`src/hw/rtl/sha256_stream_hasher_defines.svh`:
```
// ----------------------------------------------------------------------------
// SHA-256 stream hasher: assertion macros
// Concurrent checks clocked on clk and disabled while arst_n is low.
// ----------------------------------------------------------------------------
`ifndef SHA256_STREAM_HASHER_DEFINES_SVH
`define SHA256_STREAM_HASHER_DEFINES_SVH

`ifndef SYNTH
// property holds at every clock edge
`define SHA_ASSERT(lbl, prop, msg) \
	lbl: assert property (@(posedge clk) disable iff (!arst_n) (prop)) else $error(msg);
// consequence holds in the cycle after the antecedent
`define SHA_ASSERT_NEXT(lbl, ante, cons, msg) \
	lbl: assert property (@(posedge clk) disable iff (!arst_n) (ante) |=> (cons)) \
		else $error(msg);
`else
`define SHA_ASSERT(lbl, prop, msg)
`define SHA_ASSERT_NEXT(lbl, ante, cons, msg)
`endif

`endif

```
`src/hw/rtl/sha256_pkg.sv`:
```
// ----------------------------------------------------------------------------
// SHA-256 package
// Transfer payload types, compressor control types and SHA-256 constants.
// ----------------------------------------------------------------------------
package sha256_pkg;

	typedef logic [31:0] word_t;
	typedef logic [7:0][31:0] hash_t;

	typedef struct packed {
		logic [7:0] data_byte;
		logic       has_byte;
		logic       end_of_message;
	} msg_t;

	typedef struct packed {
		logic [31:0] digest_word;
		logic [2:0]  word_index;
		logic        last_word;
	} dig_t;

	// control from the byte sequencer to the compressor
	typedef struct packed {
		logic init;   // reload initial hash value
		logic push;   // shift one message word into the schedule
		logic start;  // begin 64 rounds on the loaded block
	} cmp_ctrl_t;

	typedef struct packed {
		logic busy;
		logic done;   // hash words update at this edge
	} cmp_stat_t;

	localparam hash_t H_INIT = {
		32'h5be0cd19, 32'h1f83d9ab, 32'h9b05688c, 32'h510e527f,
		32'ha54ff53a, 32'h3c6ef372, 32'hbb67ae85, 32'h6a09e667
	};

	localparam logic [7:0] PAD_MARK = 8'h80;
	localparam logic [5:0] LEN_POS  = 6'd56;

	function automatic word_t round_k(input logic [5:0] idx);
		word_t k;
		case (idx)
			6'd0:  k = 32'h428a2f98;
			6'd1:  k = 32'h71374491;
			6'd2:  k = 32'hb5c0fbcf;
			6'd3:  k = 32'he9b5dba5;
			6'd4:  k = 32'h3956c25b;
			6'd5:  k = 32'h59f111f1;
			6'd6:  k = 32'h923f82a4;
			6'd7:  k = 32'hab1c5ed5;
			6'd8:  k = 32'hd807aa98;
			6'd9:  k = 32'h12835b01;
			6'd10: k = 32'h243185be;
			6'd11: k = 32'h550c7dc3;
			6'd12: k = 32'h72be5d74;
			6'd13: k = 32'h80deb1fe;
			6'd14: k = 32'h9bdc06a7;
			6'd15: k = 32'hc19bf174;
			6'd16: k = 32'he49b69c1;
			6'd17: k = 32'hefbe4786;
			6'd18: k = 32'h0fc19dc6;
			6'd19: k = 32'h240ca1cc;
			6'd20: k = 32'h2de92c6f;
			6'd21: k = 32'h4a7484aa;
			6'd22: k = 32'h5cb0a9dc;
			6'd23: k = 32'h76f988da;
			6'd24: k = 32'h983e5152;
			6'd25: k = 32'ha831c66d;
			6'd26: k = 32'hb00327c8;
			6'd27: k = 32'hbf597fc7;
			6'd28: k = 32'hc6e00bf3;
			6'd29: k = 32'hd5a79147;
			6'd30: k = 32'h06ca6351;
			6'd31: k = 32'h14292967;
			6'd32: k = 32'h27b70a85;
			6'd33: k = 32'h2e1b2138;
			6'd34: k = 32'h4d2c6dfc;
			6'd35: k = 32'h53380d13;
			6'd36: k = 32'h650a7354;
			6'd37: k = 32'h766a0abb;
			6'd38: k = 32'h81c2c92e;
			6'd39: k = 32'h92722c85;
			6'd40: k = 32'ha2bfe8a1;
			6'd41: k = 32'ha81a664b;
			6'd42: k = 32'hc24b8b70;
			6'd43: k = 32'hc76c51a3;
			6'd44: k = 32'hd192e819;
			6'd45: k = 32'hd6990624;
			6'd46: k = 32'hf40e3585;
			6'd47: k = 32'h106aa070;
			6'd48: k = 32'h19a4c116;
			6'd49: k = 32'h1e376c08;
			6'd50: k = 32'h2748774c;
			6'd51: k = 32'h34b0bcb5;
			6'd52: k = 32'h391c0cb3;
			6'd53: k = 32'h4ed8aa4a;
			6'd54: k = 32'h5b9cca4f;
			6'd55: k = 32'h682e6ff3;
			6'd56: k = 32'h748f82ee;
			6'd57: k = 32'h78a5636f;
			6'd58: k = 32'h84c87814;
			6'd59: k = 32'h8cc70208;
			6'd60: k = 32'h90befffa;
			6'd61: k = 32'ha4506ceb;
			6'd62: k = 32'hbef9a3f7;
			6'd63: k = 32'hc67178f2;
			default: k = 32'h0;
		endcase
		return k;
	endfunction

endpackage

```
`src/hw/rtl/sha256_stream_hasher.sv`:
```
// ----------------------------------------------------------------------------
// SHA-256 stream hasher
// Byte-serial SHA-256 with in-line padding and eight-word digest output.
// ----------------------------------------------------------------------------
//  channel | fields                                   | handshake
//  --------+------------------------------------------+-----------------------
//  msg     | data_byte, has_byte, end_of_message      | msg_valid / msg_stall
//  dig     | digest_word, word_index, last_word       | dig_valid / dig_stall
//
//  Bytes are taken back to back while idle; every 64th byte stalls msg
//  while the compressor runs (64 rounds on the single round unit plus
//  the hash add). End of message pads one byte a cycle (paused while a
//  block compresses) up to the length field, then runs one or two more blocks.
//  msg_stall is high whenever the sequencer is not idle. The digest sits in
//  an output register, so a stalled dig side holds the eight-word readout.
//  Reset loads the initial hash value; no clearing pass is needed.
// ----------------------------------------------------------------------------
`include "sha256_stream_hasher_defines.svh"

module sha256_stream_hasher (
	input  logic              clk,
	input  logic              arst_n,
	input  logic              msg_valid,
	output logic              msg_stall,
	input  sha256_pkg::msg_t  msg,
	output logic              dig_valid,
	input  logic              dig_stall,
	output sha256_pkg::dig_t  dig
);
	import sha256_pkg::*;

	typedef enum logic [2:0] {
		ST_IDLE,
		ST_PAD,
		ST_LEN_HI,
		ST_LEN_LO,
		ST_COMP,
		ST_OUT
	} state_t;

	state_t      state_q;
	logic [5:0]  pos_q;
	logic [23:0] word_q;
	logic [63:0] bit_len_q;
	logic        mark_q;
	logic        pad_q;
	logic        final_q;
	logic [2:0]  idx_q;
	dig_t        dig_q;
	logic        dig_valid_q;

	logic       accept;
	logic       pb_en;
	logic [7:0] pb_byte;
	logic       load;
	cmp_ctrl_t  cmp_ctrl;
	cmp_stat_t  cmp_stat;
	word_t      push_word;
	hash_t      hash;

	assign accept    = msg_valid && (state_q == ST_IDLE);
	assign msg_stall = (state_q != ST_IDLE);
	assign load      = (state_q == ST_OUT) && (!dig_valid_q || !dig_stall);

	always_comb begin
		pb_en   = 1'b0;
		pb_byte = msg.data_byte;
		case (state_q)
			ST_IDLE: pb_en = accept && msg.has_byte;
			ST_PAD: begin
				pb_en   = mark_q || (pos_q != LEN_POS);
				pb_byte = mark_q ? PAD_MARK : 8'h00;
			end
			default: pb_en = 1'b0;
		endcase

		cmp_ctrl.push  = (pb_en && pos_q[1:0] == 2'd3)
			|| state_q == ST_LEN_HI || state_q == ST_LEN_LO;
		cmp_ctrl.start = (pb_en && pos_q == 6'd63) || state_q == ST_LEN_LO;
		cmp_ctrl.init  = load && (idx_q == 3'd7);

		case (state_q)
			ST_LEN_HI: push_word = bit_len_q[63:32];
			ST_LEN_LO: push_word = bit_len_q[31:0];
			default:   push_word = {word_q, pb_byte};
		endcase
	end

	sha256_compress u_compress (
		.clk       (clk),
		.arst_n    (arst_n),
		.ctrl      (cmp_ctrl),
		.push_word (push_word),
		.stat      (cmp_stat),
		.hash      (hash)
	);

	always_ff @(posedge clk or negedge arst_n) begin
		if (!arst_n) begin
			state_q     <= ST_IDLE;
			pos_q       <= '0;
			word_q      <= '0;
			bit_len_q   <= '0;
			mark_q      <= 1'b0;
			pad_q       <= 1'b0;
			final_q     <= 1'b0;
			idx_q       <= '0;
			dig_q       <= '0;
			dig_valid_q <= 1'b0;
		end else begin
			if (pb_en) begin
				pos_q  <= pos_q + 6'd1;
				word_q <= {word_q[15:0], pb_byte};
			end

			if (load) begin
				dig_q.digest_word <= hash[idx_q];
				dig_q.word_index  <= idx_q;
				dig_q.last_word   <= (idx_q == 3'd7);
				dig_valid_q       <= 1'b1;
			end else if (!dig_stall) begin
				dig_valid_q <= 1'b0;
			end

			case (state_q)
				ST_IDLE: begin
					if (accept) begin
						if (msg.has_byte)
							bit_len_q <= bit_len_q + 64'd8;
						mark_q <= msg.end_of_message;
						pad_q  <= msg.end_of_message;
						if (cmp_ctrl.start)
							state_q <= ST_COMP;
						else if (msg.end_of_message)
							state_q <= ST_PAD;
					end
				end
				ST_PAD: begin
					if (pb_en) begin
						mark_q <= 1'b0;
						if (cmp_ctrl.start)
							state_q <= ST_COMP;
					end else begin
						state_q <= ST_LEN_HI;
					end
				end
				ST_LEN_HI: state_q <= ST_LEN_LO;
				ST_LEN_LO: begin
					pos_q   <= '0;
					final_q <= 1'b1;
					state_q <= ST_COMP;
				end
				ST_COMP: begin
					if (cmp_stat.done) begin
						if (final_q) begin
							idx_q   <= '0;
							state_q <= ST_OUT;
						end else if (pad_q) begin
							state_q <= ST_PAD;
						end else begin
							state_q <= ST_IDLE;
						end
					end
				end
				ST_OUT: begin
					if (load) begin
						idx_q <= idx_q + 3'd1;
						if (idx_q == 3'd7) begin
							bit_len_q <= '0;
							pos_q     <= '0;
							final_q   <= 1'b0;
							pad_q     <= 1'b0;
							state_q   <= ST_IDLE;
						end
					end
				end
				default: state_q <= ST_IDLE;
			endcase
		end
	end

	assign dig_valid = dig_valid_q;
	assign dig       = dig_q;

	`SHA_ASSERT(a_comp_busy, state_q != ST_COMP || cmp_stat.busy, "waiting on idle compressor")
	`SHA_ASSERT(a_out_idle, state_q != ST_OUT || !cmp_stat.busy, "readout during compression")
	`SHA_ASSERT(a_len_bytes, bit_len_q[2:0] == 3'd0, "bit length not whole bytes")
	`SHA_ASSERT_NEXT(a_final_out, state_q == ST_COMP && cmp_stat.done && final_q, state_q == ST_OUT && idx_q == 3'd0, "final block not followed by readout")

endmodule

```
`src/hw/rtl/sha256_compress.sv`:
```
// ----------------------------------------------------------------------------
// SHA-256 compressor
// One round unit run 64 times per block; 16-word schedule shift line.
// ----------------------------------------------------------------------------
`include "sha256_stream_hasher_defines.svh"

module sha256_compress (
	input  logic                   clk,
	input  logic                   arst_n,
	input  sha256_pkg::cmp_ctrl_t  ctrl,
	input  sha256_pkg::word_t      push_word,
	output sha256_pkg::cmp_stat_t  stat,
	output sha256_pkg::hash_t      hash
);
	import sha256_pkg::*;

	typedef enum logic [1:0] {
		CP_IDLE,
		CP_ROUND,
		CP_ADD
	} cp_state_t;

	cp_state_t  phase_q;
	logic [5:0] cnt_q;
	hash_t      hash_q;
	hash_t      vars_q;
	word_t      w_q [16];

	word_t t1, t2, w_next;
	hash_t vars_next;

	function automatic word_t rotr(input word_t v, input int unsigned n);
		return (v >> n) | (v << (32 - n));
	endfunction

	always_comb begin
		t1 = vars_q[7]
			+ (rotr(vars_q[4], 6) ^ rotr(vars_q[4], 11) ^ rotr(vars_q[4], 25))
			+ ((vars_q[4] & vars_q[5]) ^ (~vars_q[4] & vars_q[6]))
			+ round_k(cnt_q) + w_q[0];
		t2 = (rotr(vars_q[0], 2) ^ rotr(vars_q[0], 13) ^ rotr(vars_q[0], 22))
			+ ((vars_q[0] & vars_q[1]) ^ (vars_q[0] & vars_q[2]) ^ (vars_q[1] & vars_q[2]));
		vars_next    = {vars_q[6:0], 32'h0};
		vars_next[0] = t1 + t2;
		vars_next[4] = vars_q[3] + t1;
		// w[t+16] from taps t, t+1, t+9, t+14
		w_next = (rotr(w_q[14], 17) ^ rotr(w_q[14], 19) ^ (w_q[14] >> 10))
			+ w_q[9]
			+ (rotr(w_q[1], 7) ^ rotr(w_q[1], 18) ^ (w_q[1] >> 3))
			+ w_q[0];
	end

	always_ff @(posedge clk or negedge arst_n) begin
		if (!arst_n) begin
			phase_q <= CP_IDLE;
			cnt_q   <= '0;
			hash_q  <= H_INIT;
		end else begin
			case (phase_q)
				CP_IDLE: begin
					if (ctrl.start) begin
						phase_q <= CP_ROUND;
						cnt_q   <= '0;
					end
				end
				CP_ROUND: begin
					cnt_q <= cnt_q + 6'd1;
					if (cnt_q == 6'd63)
						phase_q <= CP_ADD;
				end
				CP_ADD: begin
					phase_q <= CP_IDLE;
					for (int i = 0; i < 8; i++)
						hash_q[i] <= hash_q[i] + vars_q[i];
				end
				default: phase_q <= CP_IDLE;
			endcase
			if (ctrl.init)
				hash_q <= H_INIT;
		end
	end

	always_ff @(posedge clk) begin
		if (ctrl.start)
			vars_q <= hash_q;
		else if (phase_q == CP_ROUND)
			vars_q <= vars_next;

		if (ctrl.push || phase_q == CP_ROUND) begin
			for (int i = 0; i < 15; i++)
				w_q[i] <= w_q[i + 1];
			w_q[15] <= ctrl.push ? push_word : w_next;
		end
	end

	assign stat.busy = (phase_q != CP_IDLE);
	assign stat.done = (phase_q == CP_ADD);
	assign hash      = hash_q;

	`SHA_ASSERT(a_no_start_busy, !(ctrl.start && phase_q != CP_IDLE), "start while busy")
	`SHA_ASSERT(a_no_push_busy, !(ctrl.push && phase_q != CP_IDLE), "push during rounds")
	`SHA_ASSERT_NEXT(a_last_round, phase_q == CP_ROUND && cnt_q == 6'd63, phase_q == CP_ADD, "no add after round 63")

endmodule
```
`config.mk`:
```
export PLATFORM = sky130hd
export DESIGN_NAME = sha256_stream_hasher
export DESIGN_NICKNAME = d
export VERILOG_FILES = /design/src/hw/rtl/sha256_pkg.sv /design/src/hw/rtl/sha256_stream_hasher.sv /design/src/hw/rtl/sha256_compress.sv
export VERILOG_INCLUDE_DIRS = /design/src /design/src/hw/rtl
export SDC_FILE = /design/constraint.sdc
export NUM_CORES = 2
export LEC_CHECK = 0
export ABC_CLOCK_PERIOD_IN_PS = 13500
export BUFFER_PORTS_ARGS = -buffer_cell sky130_fd_sc_hd__buf_4
export CORE_MARGIN = 2
export CORE_UTILIZATION = 40
export CTS_CLUSTER_SIZE = 24
export DETAILED_ROUTE_END_ITERATION = 6
export PLACE_DENSITY_LB_ADDON = 0.3
export SKIP_CTS_REPAIR_TIMING = 1
export SYNTH_ARGS = -nofsm -noshare
export SYNTH_HDL_FRONTEND = slang
export SYNTH_SLANG_ARGS = --single-unit
```
`constraint.sdc`:
```
create_clock -name clk -period 13.5 [get_ports clk]
set_clock_uncertainty 0.15 [all_clocks]
set_input_delay 2.025 -clock clk [delete_from_list [all_inputs] [get_ports clk]]
set_output_delay 2.025 -clock clk [all_outputs]
set_load 0.1 [all_outputs]
```
==> results.json <==
{
  "max_cap_viol_count": 0,
  "dr.pass1.iters": 6,
  "setup_tns_ps": 0,
  "synth-seq-cells": 1169,
  "via_per_inst": 5.75,
  "clock-root-buffer": "clkbuf_16",
  "rsz0062_at_grt": "false",
  "synth_edf_count": 768,
  "die_h_um": 429,
  "synth.area.top_cells": "edfxtp_1 32%, dfrtp_1 9.2%, ha_1 6.9%",
  "synth_top_area_share_pct": 31.9,
  "pwr-share-seq_pct": 50.0,
  "track_usage_pct": 24.7,
  "timing.final.hold_violations": 0,
  "slowest_delay_ps": 800,
  "max_freq_mhz": 96.0,
  "first_iter_violations": 5946,
  "core_area_um2": 179000,
  "wl_per_cell_um": 24.8,
  "grt_pass1_vias": 51200,
  "yosysMostFrequentCell": "nand2_1",
  "critical_path_required_ps": 13850,
  "die_w_um": 429,
  "async_reset_ff_share_pct": 34.3,
  "syn_inst": 6903,
  "synth-warning-count": 0,
  "highest_layer": "met5",
  "hold_class": "flop to flop",
  "antenna_found_initial": 7,
  "area_growth_pct": 10.1,
  "yosysSeqAreaShare_pct": 46.0,
  "crit_buf_inv": 2,
  "layout-drive-gt1-share_pct": 9.03,
  "period_minus_slack_ps": 10420,
  "cp_max_fo": 18,
  "antenna_left": 0,
  "yosys-top-cells-count": "1227 x nand2_1, 768 x edfxtp_1, 474 x a21oi_1",
  "crit_family": "adder cells",
  "path_clk_slew_ps": 60,
  "met1_length_um": 102000,
  "num_vias": 53400,
  "grt_pass1_wl_um": 340000,
  "htree_num_levels": 4,
  "die_area_um2": 184000,
  "total_power_mw": 7.58,
  "clockBufferDepth": 3,
  "status": "finished, final reports clean",
  "yosysTopAreaCell": "edfxtp_1",
  "setup_viol": 0,
  "power_frac_clock_pct": 49.6,
  "p_int_mw": 5.92,
  "postSynthAreaPerCell_um2": 10.5,
  "drc": 0,
  "pwr-share-comb_pct": 0.4,
  "routabilityCongestion": 0.933,
  "period_share_pct": 77.2,
  "io_pins": 52,
  "layout.nets": 7431,
  "slew_headroom_pct": 19.4,
  "power_density_nw_per_um2": 95.3,
  "vdd_ir_drop_max_mv": 0.0995,
  "worst_path_max_delay_cell": "ha_1",
  "wl_um": 231000,
  "p_sw_mw": 1.66,
  "worst_setup_path_end_kind": "flop",
  "syn_nets": 7508,
  "wl_met3_um": 17100,
  "dp_hpwl_um": 168000,
  "worstMarginPinSlew_ps": 1200,
  "crit_path_frequent_cell": "fa_1",
  "p_leak_nw": 32.6,
  "syn-cell-area_um2": 72200,
  "drv_slew": 0,
  "grt.overflow.total": 0,
  "r2r_setup_slack_ps": 3080,
  "fp-row-count": 155,
  "critPathKind": "flop to flop",
  "insertion_delay_ps": 850,
  "p_sw_share_pct": 22.0,
  "synth_ff_type": "edfxtp_1",
  "cts.sinks": 1169,
  "critical_path.startpoint_type": "flop",
  "cts_tree": "yes",
  "wl_met2_um": 103000,
  "start_util_pct": 40.4,
  "critPathArrivalTime_ps": 10770,
  "grt_max_degree": 190,
  "cts_buffers": 136,
  "port_buffers": 51,
  "ys_types": 98
}
-- sequential cells by signal, indices dropped and copies added, names as in the netlist, 6 cells and up --
name / cells
pos_q: 6
u_compress.w_q: 512
u_compress.vars_q: 64
u_compress.vars_next: 192
u_compress.cnt_q: 6
bit_len_q: 61
u_compress.hash: 256
dig: 36
word_q: 24
-- area by class of cell --
type | instances | area (um2)
fillers | 16800 | 99400
multi-input cells | 5116 | 36700
flip-flops and latches | 1169 | 33300
clock buffers | 189 | 3710
well taps | 2355 | 2950
inverters | 292 | 1100
repair buffers | 111 | 916
clock inverters | 65 | 898
diodes | 1 | 2.50
-- per-layer routing --
metal	vias to the layer above	global-route usage [%]
li1	24400	-
met1	26700	35.3
met2	2028	37.7
met3	340	3.97
met4	2	9.40
met5	-	0
-- metrics by stage --
step           hold slack, ps  area [um2]  instances  utilization (%)  setup slack, ps
2_1_floorplan             250       72200       6903                -             3520
3_3_place_gp              251       74900       9043             41.9             3300
3_5_place_dp              255       74900       9043             41.9             3260
4_1_cts                   239       79600       9297             44.4             3230
5_1_grt                   249       79600       9298             44.4             2540
6_report                  241       79600       9298             44.4             3080
-- cells by family after synthesis --
family,count (synthesis),share of synthesized area (%)
flip-flops,1169,46.0
multiplexers,199,4.07
adder cells (fa/ha/maj),617,12.6
AO/OA/AOI/OAI,1627,14.2
buffers and inverters,618,3.29
XOR/XNOR,606,7.37
AND/OR/NAND/NOR,2067,12.4
-- power by group through the flow --
stage / Clock (mW) / Sequential, mW / Combinational (mW)
2_1_floorplan: 0 / 3.86 / 0.00112
3_3_place_gp: 0 / 3.86 / 0.0357
5_1_grt: 3.97 / 3.78 / 0.0387
3_5_place_dp: 0 / 3.86 / 0.0359
4_1_cts: 3.84 / 3.79 / 0.0358
6_report: 3.76 / 3.79 / 0.0339
-- final timing paths --
kind / from / to / cells after the start
max: u_compress.cnt_q[1] / u_compress.vars_next[60] / 32
min: u_compress.w_q[1][136] / u_compress.w_q[1][104] / 0
max reg2reg: u_compress.cnt_q[1] / u_compress.vars_next[60] / 32
min reg2reg: u_compress.w_q[1][136] / u_compress.w_q[1][104] / 0
max in group asynchronous: arst_n / u_compress.hash[88] / 3
min in group asynchronous: arst_n / u_compress.hash[233] / 1
-- cell usage in the layout (no fill, tap or decap), drive strengths merged, types with 98 or more instances in the layout --
master / instances
a21o: 184
a21oi: 476
buf: 111
clkbuf: 189
dfrtp: 265
dfstp: 136
edfxtp: 768
fa: 195
ha: 396
inv: 291
mux2i: 98
nand2: 1227
nand3: 136
nor2: 294
o211ai: 134
o21ai: 427
xnor2: 411
xor2: 194
Power figures use the tool's default switching activity.
